--- config.mk ---
export PLATFORM = sky130hd
export DESIGN_NAME = ata_ctrl
export DESIGN_NICKNAME = d
export VERILOG_FILES = /design/src/ata_pkg.sv /design/src/ata_ctrl.sv
export SDC_FILE = /design/constraint.sdc
export NUM_CORES = 1
export LEC_CHECK = 0
export BUFFER_PORTS_ARGS = -buffer_cell sky130_fd_sc_hd__buf_2
export CAP_MARGIN = 40
export CORE_AREA = 2 2 39 41
export CTS_BUF_LIST = sky130_fd_sc_hd__clkbuf_4 sky130_fd_sc_hd__clkbuf_8
export CTS_CLUSTER_SIZE = 40
export DETAILED_ROUTE_END_ITERATION = 10
export DIE_AREA = 0 0 41 43
export PLACE_DENSITY = 0.4
export RECOVER_POWER = 25
export SYNTH_ARGS = -nofsm -noshare
export SYNTH_HDL_FRONTEND = slang
export SYNTH_SLANG_ARGS = --single-unit
--- constraint.sdc ---
create_clock -name clk -period 0.9 [get_ports clk]
set_clock_uncertainty 0.05 [all_clocks]
set_input_delay 0.045 -clock clk [delete_from_list [all_inputs] [get_ports clk]]
set_output_delay 0.045 -clock clk [all_outputs]
set_load 0.05 [all_outputs]
--- src/ata_pkg.sv ---
`timescale 1ns / 1ps
// ----------------------------------------------------------------------------
// ata_pkg
// Shared types and constants of the ATA PIO LBA28 task file target.
// ----------------------------------------------------------------------------
package ata_pkg;

  localparam int WORD_IDX_W = 8;
  localparam int WORDS_PER_SECTOR = 256;
  localparam int SEC_CNT_W = 9;
  localparam int LBA28_W = 28;

  localparam logic [2:0] PORT_DATA  = 3'd0;
  localparam logic [2:0] PORT_ERROR = 3'd1;
  localparam logic [2:0] PORT_COUNT = 3'd2;
  localparam logic [2:0] PORT_LBA0  = 3'd3;
  localparam logic [2:0] PORT_LBA1  = 3'd4;
  localparam logic [2:0] PORT_LBA2  = 3'd5;
  localparam logic [2:0] PORT_DRIVE = 3'd6;
  localparam logic [2:0] PORT_CMD   = 3'd7;

  localparam logic [7:0] CMD_READ  = 8'h20;
  localparam logic [7:0] CMD_WRITE = 8'h30;
  localparam logic [7:0] CMD_FLUSH = 8'hE7;

  localparam logic [7:0]  DRIVE_RESET = 8'hE0;
  localparam logic [7:0]  COUNT_RESET = 8'h01;
  localparam logic [15:0] ERR_ABORT   = 16'h0004;

  localparam int STATUS_READY_BIT = 6;
  localparam int STATUS_DRQ_BIT   = 3;
  localparam int STATUS_ERR_BIT   = 0;

  typedef struct packed {
    logic clr;       // store sweep step
    logic take;      // input beat accepted
    logic load_reg;  // load output from register result
    logic load_mem;  // load output from store read data
  } ctrl_cmd_t;

  typedef struct packed {
    logic clear_last;
    logic mem_read;
  } dp_status_t;

endpackage

--- src/ata_ctrl.sv ---
`timescale 1ns / 1ps
// ----------------------------------------------------------------------------
// ata_ctrl
// Sequencer: store sweep after reset, beat acceptance, output valid.
// ----------------------------------------------------------------------------
module ata_ctrl (
  input  logic                clk,
  input  logic                rst,
  input  ata_pkg::dp_status_t status,
  output ata_pkg::ctrl_cmd_t  cmd,
  input  logic                in_valid,
  output logic                in_ready,
  output logic                out_valid,
  input  logic                out_ready
);

  typedef enum logic [2:0] {
    S_CLEAR  = 3'b001,
    S_IDLE   = 3'b010,
    S_RDWAIT = 3'b100
  } state_t;

  state_t state;
  state_t state_next;
  logic   out_valid_next;

  assign in_ready     = (state == S_IDLE) && (!out_valid || out_ready);
  assign cmd.clr      = (state == S_CLEAR);
  assign cmd.take     = in_valid && in_ready;
  assign cmd.load_reg = cmd.take && !status.mem_read;
  assign cmd.load_mem = (state == S_RDWAIT);

  always_comb begin
    state_next = state;
    case (state)
      S_CLEAR:  if (status.clear_last) state_next = S_IDLE;
      S_IDLE:   if (cmd.take && status.mem_read) state_next = S_RDWAIT;
      S_RDWAIT: state_next = S_IDLE;
      default:  state_next = S_CLEAR;
    endcase
  end

  always_comb begin
    out_valid_next = out_valid;
    if (cmd.load_reg || cmd.load_mem) begin
      out_valid_next = 1'b1;
    end else if (out_ready) begin
      out_valid_next = 1'b0;
    end
  end

  always_ff @(posedge clk) begin
    if (rst) begin
      state     <= S_CLEAR;
      out_valid <= 1'b0;
    end else begin
      state     <= state_next;
      out_valid <= out_valid_next;
    end
  end

endmodule

==> impl_metrics.py <==
metrics = {
    "status": {
        "outcome": "complete, but fails checks",
        "violations": "negative setup slack",
    },
    "worst_setup_path": {
        "crit_top_cell": "buf_6",
        "cp_slowest_stage_delay_ns": 0.35,
        "r2r_slack_ns": -0.40,
        "required_ns": 0.81,
        "start_kind": "register",
        "endpoint_kind": "primary output",
        "cpMaxStageDelayCell": "dfxtp_4",
        "path_cells": "buf_6 > or2b_1 > nor3_4 > buf_6",
        "path_class": "register to primary output",
        "path_max_fanout": 3,
        "worst-r2r-cell-count": 6,
        "r2r-start": "state[0]",
        "reg2reg_to": "state[1]",
        "cp.arrival_ns": 1.26,
    },
    "clocking": {
        "clk_latency_ns": 0.24,
        "clockBufferDepth": 2,
        "cts_root_buf": "clkbuf_4",
        "clock-sinks": 4,
        "clkTransAtPathRegs_ns": 0.04,
        "htree_levels": 1,
        "numCtsBuffers": 3,
        "cts_tree": "built",
    },
    "logic_synthesis": {
        "synth_edf_count": 0,
        "synthTopCellsByCount": "dfxtp_1, a21oi_1, and2b_2, nor3b_1, o21bai_1",
        "synth_cells": 26,
        "ys_types": 19,
        "syn_avg_cell_area_um2": 9.53,
        "yosys_warnings": 0,
        "synth_top_family_by_area": "simple AND/OR/NAND/NOR gates",
        "synth-simple-area-share_pct": 46.5,
        "synthFlopType": "dfxtp_1",
        "synth_top_area_share_pct": 32.3,
        "synthTopCellsByArea": "dfxtp_1, nor3b_4, and2b_2, nor3b_1, o21bai_1",
        "synth_xor_area_share_pct": 0,
        "muxShareOfSynthArea_pct": 0,
        "synth.yosys.seq_area_share_pct": 32.3,
        "syn_area_um2": 248,
        "yosys.area_share.adder_pct": 0,
        "synth.most_common_cell": "dfxtp_1",
        "synth_fp_nets": 32,
        "ys_ff_latch": 4,
        "postSynth.asyncResetShare_pct": 0,
        "synth_top_area_cell": "dfxtp_1",
        "synth_compound_area_share_pct": 19.7,
    },
    "floorplanning": {
        "start_util_pct": 17.9,
        "rows": 14,
        "io_pins": 12,
        "die_h_um": 43,
        "dieArea_um2": 1760,
        "die_w_um": 41,
        "core_um2": 1380,
    },
    "run": {
        "cap_violations": 0,
    },
    "timing": {
        "period_needed_ns": 1.36,
        "hold_ws_ns": 0.0756,
        "setup_violations": 9,
        "timing.fmax_mhz": 738,
        "rsz0062_at_grt": "true",
        "worst_slack_ns": -0.455,
        "drv_slew": 0,
        "slew_headroom_pct": 84.7,
        "hold_viol": 0,
        "fin_crit_sh_pct": 151,
        "tns_ns": -3.30,
        "worstMarginPinSlew_ns": 0.227,
    },
    "grt": {
        "grt_max_degree": 8,
        "gr-total-overflow": 0,
        "grt_pass1_wl_um": 1320,
        "track_usage_pct": 11.4,
        "grt_pass1_vias": 302,
        "antenna_found_initial": 0,
    },
    "worst_hold_path": {
        "whs_endpoint": "state[2]",
        "min_path_cells": 2,
        "min-delay-start": "status[0]",
        "hp-class": "input port to register",
    },
    "placed_design": {
        "portBuffers": 11,
        "dp_slack_ns": -0.317,
        "place_congestion": 0.725,
        "dpl.hpwl_um": 471,
    },
    "layout": {
        "fin_nets": 59,
        "fill_cells": 142,
        "areaGrowthSynthToFinish_pct": 136,
        "antenna_cells": 0,
        "layout-drive-gt1-share_pct": 80.8,
    },
    "route": {
        "initialDrtViolationCount": 0,
        "drtPass1Iterations": 1,
        "postRouteAntennaNets": 0,
        "route.detailed.drc": 0,
        "wirelength_um": 738,
        "vias": 289,
        "wire_per_inst_um": 10.9,
        "routed_via_density": 4.25,
    },
    "pwr": {
        "irDropWorstVdd_mv": 0.681,
        "p_leak_nw": 0.242,
        "powerDensity_nw_per_um2": 1100,
    },
}
-- power by group --
group / internal, mW / total (mW) / switching [mW]
registers: 0.183 / 0.191 / 0.00836
logic: 0.0965 / 0.178 / 0.0810
clock network: 0.197 / 0.276 / 0.0791
total: 0.476 / 0.645 / 0.169
-- worst max path at each step --
stage | to | start | slack (ns)
floorplan | state[1] | state[2] | -0.45
global placement | in_ready | state[0] | -0.32
detailed placement | cmd[1] | state[2] | -0.32
CTS | in_ready | state[0] | -0.44
global route | cmd[1] | state[0] | -0.51
finish | in_ready | state[0] | -0.46
-- logic make-up after synthesis --
family	after synthesis
simple gates	14
compound gates	7
flops	4
buf+inv	1
-- through the flow --
| stage | instances | total power, mW | area [µm²] | utilization, % |
|---|---|---|---|---|
| final | 68 | 0.645 | 586 | 42.3 |
| after detailed placement | 57 | 0.304 | 388 | 28.0 |
| after CTS | 68 | 0.645 | 563 | 40.7 |
| after global placement | 57 | 0.303 | 388 | 28.0 |
| after global routing | 68 | 0.684 | 586 | 42.3 |
| after floorplan | 26 | 0.259 | 283 | - |
-- cell usage in the layout (no fill, tap or decap), types with 2 or more instances in the layout --
cell      instances
buf_6            11
a21oi_2           2
nor3b_4           3
clkbuf_4          4
buf_2             5
buf_8             2
o21bai_1          2
dfxtp_4           2
and2b_2           2
buf_4             3
-- flip-flops by register name, summed over array words and instances, names as in the netlist --
register   flops
out_valid      1
state          3
-- area by class of cell --
| cell class | count | area [µm²] | share of cell area, % |
|---|---|---|---|
| clock buffers | 4 | 30.0 | 5.13 |
| inverters | 1 | 7.51 | 1.28 |
| multi-input cells | 21 | 228 | 38.9 |
| flip-flops and latches | 4 | 88.8 | 15.2 |
| well taps | 16 | 20.0 | 3.42 |
| repair buffers | 22 | 211 | 36.1 |
-- repair_timing --
action | 4_1_cts | 5_1_grt
pin swaps | 3 | 8
buffers inserted | 6 | 1
hold endpoints to repair | 3 | 0
hold buffers | 1 | 0
setup endpoints to repair | 10 | 9
resized for setup | 24 | 8
-- metal layers --
metal / routed length [µm] / track usage [%]
met1: 279 / 13.8
met2: 425 / 17.5
met3: 33 / 3.14
met4: 0 / 6.00
met5: 0 / 0
-- worst max-delay path, delay by kind of cell (launching register included) --
family	cells	cell delay (ns)
buffers and inverters	2	0.28
and+or+nand+nor	2	0.39
DFF	1	0.35
No activity file was read; power rests on OpenSTA's default activity.
